$ cat src/design/bse_pkg.sv
// ----------------------------------------------------------------------------
// bse_pkg: shared types and constants for the bitmap store engine
// Request and response beat layouts, opcodes and fixed field widths.
// ----------------------------------------------------------------------------
package bse_pkg;

   localparam int IDX_W  = 10;        // bit_index / range_high width
   localparam int LEN_W  = 11;        // length register and ones count width
   localparam int BASE_W = LEN_W + 1; // running bit offset of a word walk
   localparam int LOW_BITS = 64;      // width of the low word report

   localparam logic [LEN_W-1:0] LEN_RESET = LEN_W'(1024);
   localparam logic [LEN_W-1:0] CNT_MAX   = LEN_W'(2047);

   localparam int DEF_MAX_BITS  = 1024;
   localparam int DEF_WORD_BITS = 64;

   localparam logic [2:0] OP_PUT      = 3'd0;
   localparam logic [2:0] OP_TEST     = 3'd1;
   localparam logic [2:0] OP_INVERT   = 3'd2;
   localparam logic [2:0] OP_COUNT    = 3'd3;
   localparam logic [2:0] OP_READ_LOW = 3'd4;

   typedef struct packed {
      logic [2:0]       req_type;
      logic [IDX_W-1:0] bit_index;
      logic [IDX_W-1:0] range_high;
      logic             bit_value;
   } bse_req_type;

   typedef struct packed {
      logic                old_bit;
      logic [LEN_W-1:0]    ones_count;
      logic [LOW_BITS-1:0] low_word;
      logic                range_error;
   } bse_rsp_type;

endpackage

$ cat src/design/bse_ram.sv
// ----------------------------------------------------------------------------
// bse_ram: generic simple dual-port RAM
// One write port, one read port, read data registered.
// ----------------------------------------------------------------------------
module bse_ram #(
   parameter int DATA_W = 64,
   parameter int DEPTH  = 16,
   localparam int ADDR_W = (DEPTH > 1) ? $clog2(DEPTH) : 1
) (
   input  logic              clock,
   input  logic              wr_en,
   input  logic [ADDR_W-1:0] wr_addr,
   input  logic [DATA_W-1:0] wr_data,
   input  logic [ADDR_W-1:0] rd_addr,
   output logic [DATA_W-1:0] rd_data
);

   logic [DATA_W-1:0] mem [DEPTH];
   logic [DATA_W-1:0] rd_data_ff;

   always_ff @(posedge clock) begin
      if (wr_en) begin
         mem[wr_addr] <= wr_data;
      end
      rd_data_ff <= mem[rd_addr];
   end

   assign rd_data = rd_data_ff;

endmodule

$ cat src/design/bitmap_store_engine.sv
// ----------------------------------------------------------------------------
// bitmap_store_engine: word-organized bit vector with put/test/invert/count
// A small sequencer walks one RAM word per cycle through a shared mask,
// popcount and modify unit.
// ----------------------------------------------------------------------------
//
//  channel   ports                          beat moved when
//  -------   -----------------------------  ------------------------------
//  request   start, busy, req_data          start & !busy
//  response  rsp_valid, rsp_data            rsp_valid (one-cycle strobe)
//  csr       csr_valid, csr_ready, csr_data csr_valid & csr_ready
//
// States per beat: put / test / invert go divide, adjust, modify, done,
//   invert repeating modify per word touched. count: divide, modify per
//   word below the length, done. read low word, bad index: divide, done.
//   The walk takes one RAM word per cycle through the single read port.
// Reset: synchronous; a clearing pass then zeroes the store, one word a
//   cycle, all STORE_WORDS words (16 at the defaults), with busy high.
// Stalls: the response cannot be held off; it is shown for one cycle.
// The csr port is always ready; length must be written only while idle; the block does not enforce it.
//
module bitmap_store_engine #(
   parameter int MAX_BITS  = bse_pkg::DEF_MAX_BITS,
   parameter int WORD_BITS = bse_pkg::DEF_WORD_BITS
) (
   input  logic                      clock,
   input  logic                      reset,
   input  logic                      start,
   output logic                      busy,
   input  bse_pkg::bse_req_type      req_data,
   output logic                      rsp_valid,
   output bse_pkg::bse_rsp_type      rsp_data,
   input  logic                      csr_valid,
   output logic                      csr_ready,
   input  logic [bse_pkg::LEN_W-1:0] csr_data
);

   localparam int IDX_W  = bse_pkg::IDX_W;
   localparam int LEN_W  = bse_pkg::LEN_W;
   localparam int BASE_W = bse_pkg::BASE_W;

   localparam int STORE_WORDS = (MAX_BITS + WORD_BITS - 1) / WORD_BITS;
   localparam int ADDR_W      = (STORE_WORDS > 1) ? $clog2(STORE_WORDS) : 1;
   localparam int WB_W        = $clog2(WORD_BITS);
   localparam int LOW_W       = (bse_pkg::LOW_BITS + WORD_BITS - 1) / WORD_BITS;
   localparam int LEN_CAP     = (MAX_BITS < 2047) ? MAX_BITS : 2047;

   // word index = (idx * RECIP) >> RECIP_SHIFT, low by at most one
   localparam int RECIP_SHIFT = 16;
   localparam int RECIP       = (1 << RECIP_SHIFT) / WORD_BITS;
   localparam int PROD_W      = IDX_W + RECIP_SHIFT;

   typedef enum logic [5:0] {
      ST_IDLE  = 6'b000001,
      ST_CLEAR = 6'b000010,
      ST_DIV   = 6'b000100,
      ST_ADJ   = 6'b001000,
      ST_MOD   = 6'b010000,
      ST_DONE  = 6'b100000
   } bse_state_type;

   bse_state_type        state_ff, state_in;
   bse_pkg::bse_req_type req_ff, req_in;
   logic [LEN_W-1:0]     len_ff, len_in;
   logic [ADDR_W-1:0]    word_ff, word_in;
   logic [BASE_W-1:0]    base_ff, base_in;
   logic [IDX_W-1:0]     quot_ff, quot_in;
   logic [WB_W-1:0]      bit_ff, bit_in;
   logic                 old_ff, old_in;
   logic [LEN_W-1:0]     cnt_ff, cnt_in;
   logic                 err_ff, err_in;
   logic [LOW_W*WORD_BITS-1:0] shadow_ff, shadow_in;

   logic                 wr_en;
   logic [WORD_BITS-1:0] wr_data;
   logic [WORD_BITS-1:0] rd_data;

   logic [LEN_W-1:0]     eff_len;
   logic [PROD_W-1:0]    recip_prod;
   logic [BASE_W-1:0]    quot_base;
   logic [BASE_W-1:0]    rem;
   logic [BASE_W-1:0]    next_base;
   logic [WORD_BITS-1:0] inv_mask;
   logic [WORD_BITS-1:0] cnt_mask;
   logic [WORD_BITS-1:0] bit_mask;
   logic [BASE_W-1:0]    pop_sum;
   logic [BASE_W-1:0]    bit_pos [WORD_BITS];

   assign eff_len = (len_ff > LEN_W'(LEN_CAP)) ? LEN_W'(LEN_CAP) : len_ff;

   // shared datapath pieces
   assign recip_prod = PROD_W'(req_ff.bit_index) * PROD_W'(RECIP);
   assign quot_base  = BASE_W'(quot_ff) * BASE_W'(WORD_BITS);
   assign rem        = BASE_W'(req_ff.bit_index) - quot_base;
   assign next_base  = base_ff + BASE_W'(WORD_BITS);
   assign bit_mask   = WORD_BITS'(1) << bit_ff;

   always_comb begin
      for (int b = 0; b < WORD_BITS; b++) begin
         bit_pos[b]  = base_ff + BASE_W'(b);
         inv_mask[b] = (bit_pos[b] >= BASE_W'(req_ff.bit_index)) &&
                       (bit_pos[b] <= BASE_W'(req_ff.range_high));
         cnt_mask[b] = bit_pos[b] < BASE_W'(eff_len);
      end
   end

   assign pop_sum = BASE_W'(cnt_ff) + BASE_W'($countones(rd_data & cnt_mask));

   // sequencer
   always_comb begin
      state_in = state_ff;
      req_in   = req_ff;
      word_in  = word_ff;
      base_in  = base_ff;
      quot_in  = quot_ff;
      bit_in   = bit_ff;
      old_in   = old_ff;
      cnt_in   = cnt_ff;
      err_in   = err_ff;
      wr_en    = 1'b0;
      wr_data  = '0;

      case (state_ff)
         ST_CLEAR: begin
            wr_en   = 1'b1;
            word_in = word_ff + ADDR_W'(1);
            if (word_ff == ADDR_W'(STORE_WORDS - 1)) begin
               word_in  = '0;
               state_in = ST_IDLE;
            end
         end
         ST_IDLE: begin
            if (start) begin
               req_in   = req_data;
               state_in = ST_DIV;
            end
         end
         ST_DIV: begin
            old_in   = 1'b0;
            cnt_in   = '0;
            err_in   = 1'b0;
            quot_in  = recip_prod[PROD_W-1:RECIP_SHIFT];
            state_in = ST_DONE;
            if (req_ff.req_type == bse_pkg::OP_PUT ||
                req_ff.req_type == bse_pkg::OP_TEST) begin
               if (LEN_W'(req_ff.bit_index) >= eff_len) begin
                  err_in = 1'b1;
               end else begin
                  state_in = ST_ADJ;
               end
            end else if (req_ff.req_type == bse_pkg::OP_INVERT) begin
               if (LEN_W'(req_ff.range_high) >= eff_len ||
                   req_ff.bit_index > req_ff.range_high) begin
                  err_in = 1'b1;
               end else begin
                  state_in = ST_ADJ;
               end
            end else if (req_ff.req_type == bse_pkg::OP_COUNT) begin
               if (eff_len != '0) begin
                  word_in  = '0;
                  base_in  = '0;
                  state_in = ST_MOD;
               end
            end
         end
         ST_ADJ: begin
            // one correction step finishes the reciprocal divide
            if (rem >= BASE_W'(WORD_BITS)) begin
               word_in = ADDR_W'(quot_ff + IDX_W'(1));
               base_in = quot_base + BASE_W'(WORD_BITS);
               bit_in  = WB_W'(rem - BASE_W'(WORD_BITS));
            end else begin
               word_in = ADDR_W'(quot_ff);
               base_in = quot_base;
               bit_in  = WB_W'(rem);
            end
            state_in = ST_MOD;
         end
         ST_MOD: begin
            state_in = ST_DONE;
            case (req_ff.req_type)
               bse_pkg::OP_PUT, bse_pkg::OP_TEST: begin
                  old_in = rd_data[bit_ff];
                  if (req_ff.req_type == bse_pkg::OP_PUT) begin
                     wr_en   = 1'b1;
                     wr_data = req_ff.bit_value ? (rd_data | bit_mask)
                                                : (rd_data & ~bit_mask);
                  end
               end
               bse_pkg::OP_INVERT: begin
                  wr_en   = 1'b1;
                  wr_data = rd_data ^ inv_mask;
                  if (next_base <= BASE_W'(req_ff.range_high)) begin
                     word_in  = word_ff + ADDR_W'(1);
                     base_in  = next_base;
                     state_in = ST_MOD;
                  end
               end
               bse_pkg::OP_COUNT: begin
                  cnt_in = (pop_sum > BASE_W'(bse_pkg::CNT_MAX)) ? bse_pkg::CNT_MAX
                                                                 : LEN_W'(pop_sum);
                  if (next_base < BASE_W'(eff_len)) begin
                     word_in  = word_ff + ADDR_W'(1);
                     base_in  = next_base;
                     state_in = ST_MOD;
                  end
               end
               default: begin
                  state_in = ST_DONE;
               end
            endcase
         end
         ST_DONE: begin
            state_in = ST_IDLE;
         end
         default: begin
            state_in = ST_IDLE;
         end
      endcase
   end

   // csr write
   assign csr_ready = 1'b1;
   assign len_in    = (csr_valid && csr_ready) ? csr_data : len_ff;

   // mirror of the lowest words for the low word report
   always_comb begin
      shadow_in = shadow_ff;
      for (int k = 0; k < LOW_W; k++) begin
         if (wr_en && word_ff == ADDR_W'(k)) begin
            shadow_in[k*WORD_BITS +: WORD_BITS] = wr_data;
         end
      end
   end

   always_ff @(posedge clock) begin
      if (reset) begin
         state_ff  <= ST_CLEAR;
         word_ff   <= '0;
         len_ff    <= bse_pkg::LEN_RESET;
         shadow_ff <= '0;
      end else begin
         state_ff  <= state_in;
         word_ff   <= word_in;
         len_ff    <= len_in;
         shadow_ff <= shadow_in;
      end
   end

   always_ff @(posedge clock) begin
      req_ff  <= req_in;
      base_ff <= base_in;
      quot_ff <= quot_in;
      bit_ff  <= bit_in;
      old_ff  <= old_in;
      cnt_ff  <= cnt_in;
      err_ff  <= err_in;
   end

   // read address runs one step ahead so data lands in the modify cycle
   bse_ram #(
      .DATA_W (WORD_BITS),
      .DEPTH  (STORE_WORDS)
   ) u_store (
      .clock   (clock),
      .wr_en   (wr_en),
      .wr_addr (word_ff),
      .wr_data (wr_data),
      .rd_addr (word_in),
      .rd_data (rd_data)
   );

   assign busy                 = (state_ff != ST_IDLE);
   assign rsp_valid            = (state_ff == ST_DONE);
   assign rsp_data.old_bit     = old_ff;
   assign rsp_data.ones_count  = cnt_ff;
   assign rsp_data.low_word    = shadow_ff[bse_pkg::LOW_BITS-1:0];
   assign rsp_data.range_error = err_ff;

   // checks
   a_accept_busy: assert property (@(posedge clock) disable iff (reset)
      (start && !busy) |=> busy)
      else $error("accepted beat did not raise busy");

   a_single_strobe: assert property (@(posedge clock) disable iff (reset)
      rsp_valid |=> !rsp_valid)
      else $error("response strobe longer than one cycle");

   a_write_state: assert property (@(posedge clock) disable iff (reset)
      wr_en |-> (state_ff == ST_CLEAR || state_ff == ST_MOD))
      else $error("store written outside clear or modify");

   a_error_quiet: assert property (@(posedge clock) disable iff (reset)
      (rsp_valid && rsp_data.range_error) |->
         (!rsp_data.old_bit && rsp_data.ones_count == '0))
      else $error("error response carries data");

   a_no_write_on_error: assert property (@(posedge clock) disable iff (reset)
      (state_ff == ST_DIV) ##1 err_ff |-> !wr_en)
      else $error("store written after a range error");

endmodule

$ cat config.mk
export PLATFORM = sky130hd
export DESIGN_NAME = bitmap_store_engine
export DESIGN_NICKNAME = d
export VERILOG_FILES = /design/src/design/bse_pkg.sv /design/src/design/bse_ram.sv /design/src/design/bitmap_store_engine.sv
export SDC_FILE = /design/constraint.sdc
export NUM_CORES = 2
export LEC_CHECK = 0
export BUFFER_PORTS_ARGS = -buffer_cell sky130_fd_sc_hd__buf_4
export CAP_MARGIN = 20
export CORE_MARGIN = 4
export CORE_UTILIZATION = 45
export DETAILED_ROUTE_END_ITERATION = 12
export GPL_TIMING_DRIVEN = 0
export SLEW_MARGIN = 0
export SYNTH_ARGS = -nofsm -noshare
export SYNTH_HDL_FRONTEND = slang
export SYNTH_HIERARCHICAL = 1
export SYNTH_SLANG_ARGS = --single-unit
$ cat constraint.sdc
create_clock -name clock -period 26.1 [get_ports clock]
set_input_delay 1.305 -clock clock [delete_from_list [all_inputs] [get_ports clock]]
set_output_delay 1.305 -clock clock [all_outputs]
set_load 0.02 [all_outputs]
## Word level (Yosys, flattened, before mapping)

Memories as Yosys holds them, arrays and structs flattened. A register that Yosys moved wholly into a read port is not among the register bits.
Cells that the tools add are included.

| storage, ports and cells | value |
|---|---|
| logic and storage cells | 508 |
| output and inout port bits | 80 |
| memories | 1 |
| flip-flop bits (word level) | 144 |
| bits in writable memories | 1024 |
| input port bits | 39 |

Memory list:

| memory | depth | bits a word | read ports | clocked after memory_dff | write ports | line | text |
|---|---|---|---|---|---|---|---|
| u_store.mem | 16 | 64 | 1 | 1 | 1 | bse_ram.sv:18 | `logic [DATA_W-1:0] mem [DEPTH];` |

| operators by class | value |
|---|---|
| order comparisons | 201 |
| equality and inequality tests | 22 |
| bitwise operators | 5 |
| reductions and logical operators | 78 |
| shifts and indexed selects | 1 |
| $add $sub $neg | 133 |
| multiplexer cells | 53 |

Operators by type and width:

| cell | number |
|---|---|
| 12-bit by 10-bit less-or-equal comparator with 1-bit output | 65 |
| 12-bit by 11-bit < comparator with 1-bit output | 65 |
| 12-bit by 10-bit greater-or-equal comparator with 1-bit output | 64 |
| 12-bit by 6-bit adder with 12-bit output (second input constant) | 32 |
| 12-bit by 5-bit adder with 12-bit output (second input constant) | 16 |
| 64-bit two-way mux | 3 |
| 64-bit AND | 2 |
| 64-bit one-hot mux with 2 select lines | 1 |
| 12-bit by 4-bit adder with 12-bit output (second input constant) | 8 |
| 12-bit two-way mux | 6 |
| 6-bit two-way mux | 11 |
| 1-bit logical AND | 65 |
| 1-bit by 1-bit adder with 2-bit output | 32 |
| 64-bit inverter | 1 |
| 64-bit OR | 1 |
| 1-bit by 6-bit left shift with 64-bit output (first input constant) | 1 |
| 64-bit XOR | 1 |
| 12-bit by 3-bit adder with 12-bit output (second input constant) | 4 |
| 2-bit by 2-bit adder with 3-bit output | 16 |
| 11-bit two-way mux | 4 |
| 12-bit one-hot mux with 3 select lines | 1 |
| 3-bit by 3-bit adder with 4-bit output | 8 |
| 4-bit two-way mux | 8 |
| 6-bit one-hot mux with 5 select lines | 1 |
| 47 further kinds | 77 |

## Depth between registers and ports, before layout

| depth | value |
|---|---|
| depth after elaboration | 15 |
| gate-level depth with buffers | 33 |
| mapped depth without buffers | 32 |

## Modules after synthesis

Netlist, hierarchy kept.

Modules (own cells, without submodules):

| module | times used | cells an instance | area each (um2) | sequential area each (um2) |
|---|---|---|---|---|
| bse_ram | 1 | 1647 | 39581.7 | 32030.7 |
| bitmap_store_engine | 1 | 1830 | 14714.1 | 3293.2 |

## Worst setup path before layout

Ideal clock, no wire load.

| timing path | value |
|---|---|
| path kind | register to register |
| start point | register len_ff[10] |
| end point | register cnt_ff[10] (data pin) |
| setup slack | 17.180 ns |
| period minus slack after synthesis | 8.920 ns |
| arrival | 8.740 ns |
| stages on the path, launching flop included | 34 |
| library setup time | 0.180 ns |
| data required time | 25.920 ns |
| path buffers | 1 |
| path through | dfxtp_1 > clkinv_1 > nand2_1 > ha_1 > a21oi_1 > o22ai_1 > nor3_2 > a21boi_1 > nor2b_1 > buf_2 > o211ai_1 > fa_1 > inv_1 > fa_1 > inv_1 > fa_1 > fa_1 > inv_1 > fa_1 > inv_1 > fa_1 > fa_1 > inv_1 > fa_1 > fa_1 > inv_1 > fa_1 > nor2b_1 > o21ai_0 > a21oi_1 > o21ai_0 > a2111oi_0 > o21ai_0 > a221oi_1 |

| on the way | value |
|---|---|
| longest elaborated chain between the ends | 15 |
| elaborated cells on any way between the ends | 135 |
| classes of those cells | add/sub: 64; order compare: 66; mux: 4; bitwise: 1 |

RTL lines:

| element | line | text |
|---|---|---|
| start: declaration | bitmap_store_engine.sv:64 | `logic [LEN_W-1:0] len_ff, len_in;` |
| start signal: assignment | bitmap_store_engine.sv:240 | `len_ff <= bse_pkg::LEN_RESET;` |
| start signal: assignment | bitmap_store_engine.sv:245 | `len_ff <= len_in;` |
| 11-bit greater-than comparator | bitmap_store_engine.sv:89 | `assign eff_len = (len_ff > LEN_W'(LEN_CAP)) ? LEN_W'(LEN_CAP) : len_ff;` |
| 11-bit two-way mux * | bitmap_store_engine.sv:89 |  |
| 12-bit by 11-bit < comparator with 1-bit output | bitmap_store_engine.sv:103 | `cnt_mask[b] = bit_pos[b] < BASE_W'(eff_len);` |
| 64-bit AND * | bitmap_store_engine.sv:107 | `assign pop_sum = BASE_W'(cnt_ff) + BASE_W'($countones(rd_data & cnt_mask));` |
| 1-bit by 1-bit adder with 2-bit output (implied by the code) | bitmap_store_engine.sv:107 |  |
| 2-bit by 2-bit adder with 3-bit output (implied by the code) | bitmap_store_engine.sv:107 |  |
| 3-bit by 3-bit adder with 4-bit output (implied by the code) | bitmap_store_engine.sv:107 |  |
| 4-bit by 4-bit adder with 5-bit output (implied by the code) | bitmap_store_engine.sv:107 |  |
| 5-bit by 5-bit adder with 6-bit output (implied by the code) | bitmap_store_engine.sv:107 |  |
| 6-bit by 6-bit adder with 7-bit output (implied by the code) * | bitmap_store_engine.sv:107 |  |
| 11-bit by 7-bit adder with 12-bit output * | bitmap_store_engine.sv:107 |  |
| 12-bit by 11-bit greater-than comparator with 1-bit output | bitmap_store_engine.sv:200 | `cnt_in = (pop_sum > BASE_W'(bse_pkg::CNT_MAX)) ? bse_pkg::CNT_MAX` |
| 11-bit two-way mux * | bitmap_store_engine.sv:200 |  |
| 11-bit two-way mux * | bitmap_store_engine.sv:181 | `case (req_ff.req_type)` |
| 11-bit one-hot mux with 2 select lines * | bitmap_store_engine.sv:123 | `case (state_ff)` |
| end signal: assignment | bitmap_store_engine.sv:256 | `cnt_ff <= cnt_in;` |
| end: declaration | bitmap_store_engine.sv:70 | `logic [LEN_W-1:0] cnt_ff, cnt_in;` |

Every way passes the cells marked *; elsewhere a longest branch is shown, timed or not. The select of a mux whose other input is x is not followed.
A chain may end at the register's enable or synchronous reset.

## Worst setup path in the final report

Ends and elaborated chain as after synthesis.

==> metrics.yaml <==
routing:
  viasPerCell: 6.341
  drc_errors: 0
  dr.pass1.iters: 6
  drt_wl_total_mm: 190.1
  final_antenna_net_count: 0
  via_count: 35190
  drt-wirelength-per-cell_um: 34.25
  drt-initial-drc-count: 4819
global_routing:
  antenna_found_initial: 7
  grt_pass1_wl_mm: 265.9
  grtUsageTotal_pct: 30.07
  grt_overflow_total: 0
  grt_max_degree: 23
  grt_pass1_vias: 34160
pwr:
  clock_power_share_pct: 19.4
  switching_share_pct: 40.88
  p_sw_mw: 3.875
  p_leak_nw: 22.47
  share_comb_of_total_power_pct: 53.6
  p_seq_share_pct: 27.1
  p_int_mw: 5.604
  power_density_nw_per_um2: 149.9
  vdd_ir_drop_max_uv: 1028
placement:
  dp.cells: 5304
  gp_congestion: 1.055
  dp_hpwl_mm: 137.7
  port_buffers: 116
setup_path:
  arrival_ps: 11430
  worstSetupEndpointType: "flop"
  start_kind: "flop"
  crit_type: "flop to flop"
  crit_required_ps: 26670
  cpPeakStageDelay_ps: 720
  crit_path_frequent_cell: "fa_1"
  worstReg2RegStart: "len_ff[10]$_SDFFE_PP1P_"
  crit_path_top_delay_cell: "a21boi_1"
  startpoint: "len_ff[10]$_SDFFE_PP1P_"
  cp_max_fo: 10
cts:
  clk_latency_ps: 800
  cts_tree: "done"
  clkTransAtPathRegs_ps: 60
  cts-resized-gates: 0
  cts_made_buffers: 130
  cts.sinks: 1226
  post_cts_buffers: 0
  clk_path_buf_depth: 3
  root_buffer: "clkbuf_16"
  cts_hold_buf: 0
  h-tree-depth: 4
synthesis:
  syn_nets: 3662
  syn_inst: 3477
  synth_top_flop_cell: "edfxtp_1"
  synthArstFlopShare_pct: 0
  synth-edff-count: 1077
  synth-seq-cells: 1226
  avgSynthCellArea_um2: 15.62
  synth_warnings: 6
  synth_cell_types: 100
  ys_seq_area_share_pct: 65.06
  synth_area_um2: 54300
final_layout:
  nFillCells: 9850
  nets: 4015
  final_cell_mix: "edfxtp_1, mux4_2, nand2_1, nor2_1, clkbuf_1"
  syn_to_final_growth_pct: 16.43
  drive_gt1_share_pct: 20.70
  final_cells: 5550
  final_common_cell: "edfxtp_1"
run:
  drv_cap: 0
sta:
  report.final.slew_viol_count: 0
  whs_ps: 461.2
  rsz0062_at_grt: "false"
  finalCriticalPeriod_ps: 10860
  fmax_mhz: 92.09
  fin_skew_ps: 62.74
  relSlewSlack_pct: 13.48
  finalSetupViolCount: 0
  hold_violations: 0
  tightestPinTransition_ps: 1292
  final.period_utilization_pct: 41.61
  finalSetupTns_ps: 0
outcome:
  status: "finished clean"
floorplan:
  die_w_um: 355.4
  coreArea_um2: 119800
  rows: 127
  fp.dieH_um: 355.4
  pin_count: 119
  die_area_um2: 126300
  start_util_pct: 45.32
hold_path:
  min_path_type: "flop to flop"
  hp-start: "shadow_ff[23]$_SDFFE_PP0P_"
registers in the layout (all words and copies together) (netlist names), 4 cells and up:
register / count
quot_ff: 4
len_ff: 11
bit_ff: 6
shadow_ff: 64
req_ff: 24
cnt_ff: 11
u_store/rd_data: 64
u_store/mem: 1024
base_ff: 6
word_ff: 4
state_ff: 6
stage by stage:
stage          area, um2  power, mW  setup slack, ps  utilization, %
6_report           63220      9.479            15240           52.76
5_1_grt            63200      10.39            14670           52.75
4_1_cts            63150      9.597            15410           52.70
3_5_place_dp       58810      7.735            15410           49.09
3_3_place_gp       57180      7.678            12680           47.73
2_1_floorplan      54300      6.476            17180               -
cells in the mapped netlist, drive strengths merged, types with 57 or more instances:
master / count / area [um2]
a21oi: 131 / 659.4
clkbuf: 133 / 500.5
o21ai: 130 / 654.4
nand3: 90 / 450.4
nor3: 59 / 320.3
dfxtp: 149 / 2983
a22oi: 142 / 1066
ha: 89 / 1114
edfxtp: 1077 / 32340
fa: 57 / 1141
nand2: 233 / 874.6
buf: 86 / 528.0
inv: 92 / 345.3
nor2: 184 / 698.2
mux4: 276 / 6216
power groups by stage:
| stage | clock [mW] | sequential, mW | combinational, mW |
|---|---|---|---|
| global route | 1.96 | 2.56 | 5.88 |
| CTS | 1.87 | 2.54 | 5.19 |
| floorplan | 0 | 2.45 | 4.03 |
| finish | 1.83 | 2.57 | 5.08 |
| global placement | 0 | 2.61 | 5.06 |
| detailed placement | 0 | 2.58 | 5.15 |
area by class of cell:
type	count	area, um2	share of cell area [%]
flip-flops and latches	1226	35320	55.88
inverters	93	349.1	0.5522
multi-input cells	1939	17760	28.09
diodes	6	15.01	0.02375
repair buffers	221	2390	3.780
well taps	1612	2017	3.190
clock inverters	68	877.1	1.387
plain buffers	219	1030	1.629
clock buffers	166	3458	5.471
logic make-up after synthesis:
kind of cell / count (synthesis) / synth area share [%]
compound gates: 673 / 8.407
xor+xnor: 57 / 0.9195
fa+ha+maj: 146 / 4.153
buf+inv: 312 / 2.537
flops: 1226 / 65.06
mux: 321 / 12.30
other cells: 1 / 0.006907
simple gates: 741 / 6.623
per-layer routing:
| layer | wire length (um) | global-route usage [%] | part of all wire, % | up-vias |
|---|---|---|---|---|
| met5 | 25 | 0 | 0.013 | - |
| met4 | 8611 | 12.18 | 4.5 | 4 |
| met3 | 18300 | 6.232 | 9.6 | 357 |
| met2 | 84370 | 44.86 | 44 | 1993 |
| met1 | 78760 | 43.41 | 41 | 18320 |
| li1 | - | - | - | 14520 |
critical path: cells and delay by family (launching register included):
kind,cells,cell delay (ps)
compound gates,9,2430
fa+ha+maj,11,5070
buf+inv,8,980
flops,1,460
simple gates,5,1720
final timing paths:
kind | slack [ps] | cells past startpoint | endpoint
worst max-delay path | 15240 | 33 | cnt_ff[10]$_SDFFCE_PN0P_
worst min-delay path | 460 | 2 | shadow_ff[23]$_SDFFE_PP0P_
worst max register to register | 15240 | 33 | cnt_ff[10]$_SDFFCE_PN0P_
worst min register to register | 460 | 2 | shadow_ff[23]$_SDFFE_PP0P_
Note: power is estimated with default switching activity, not from simulation.
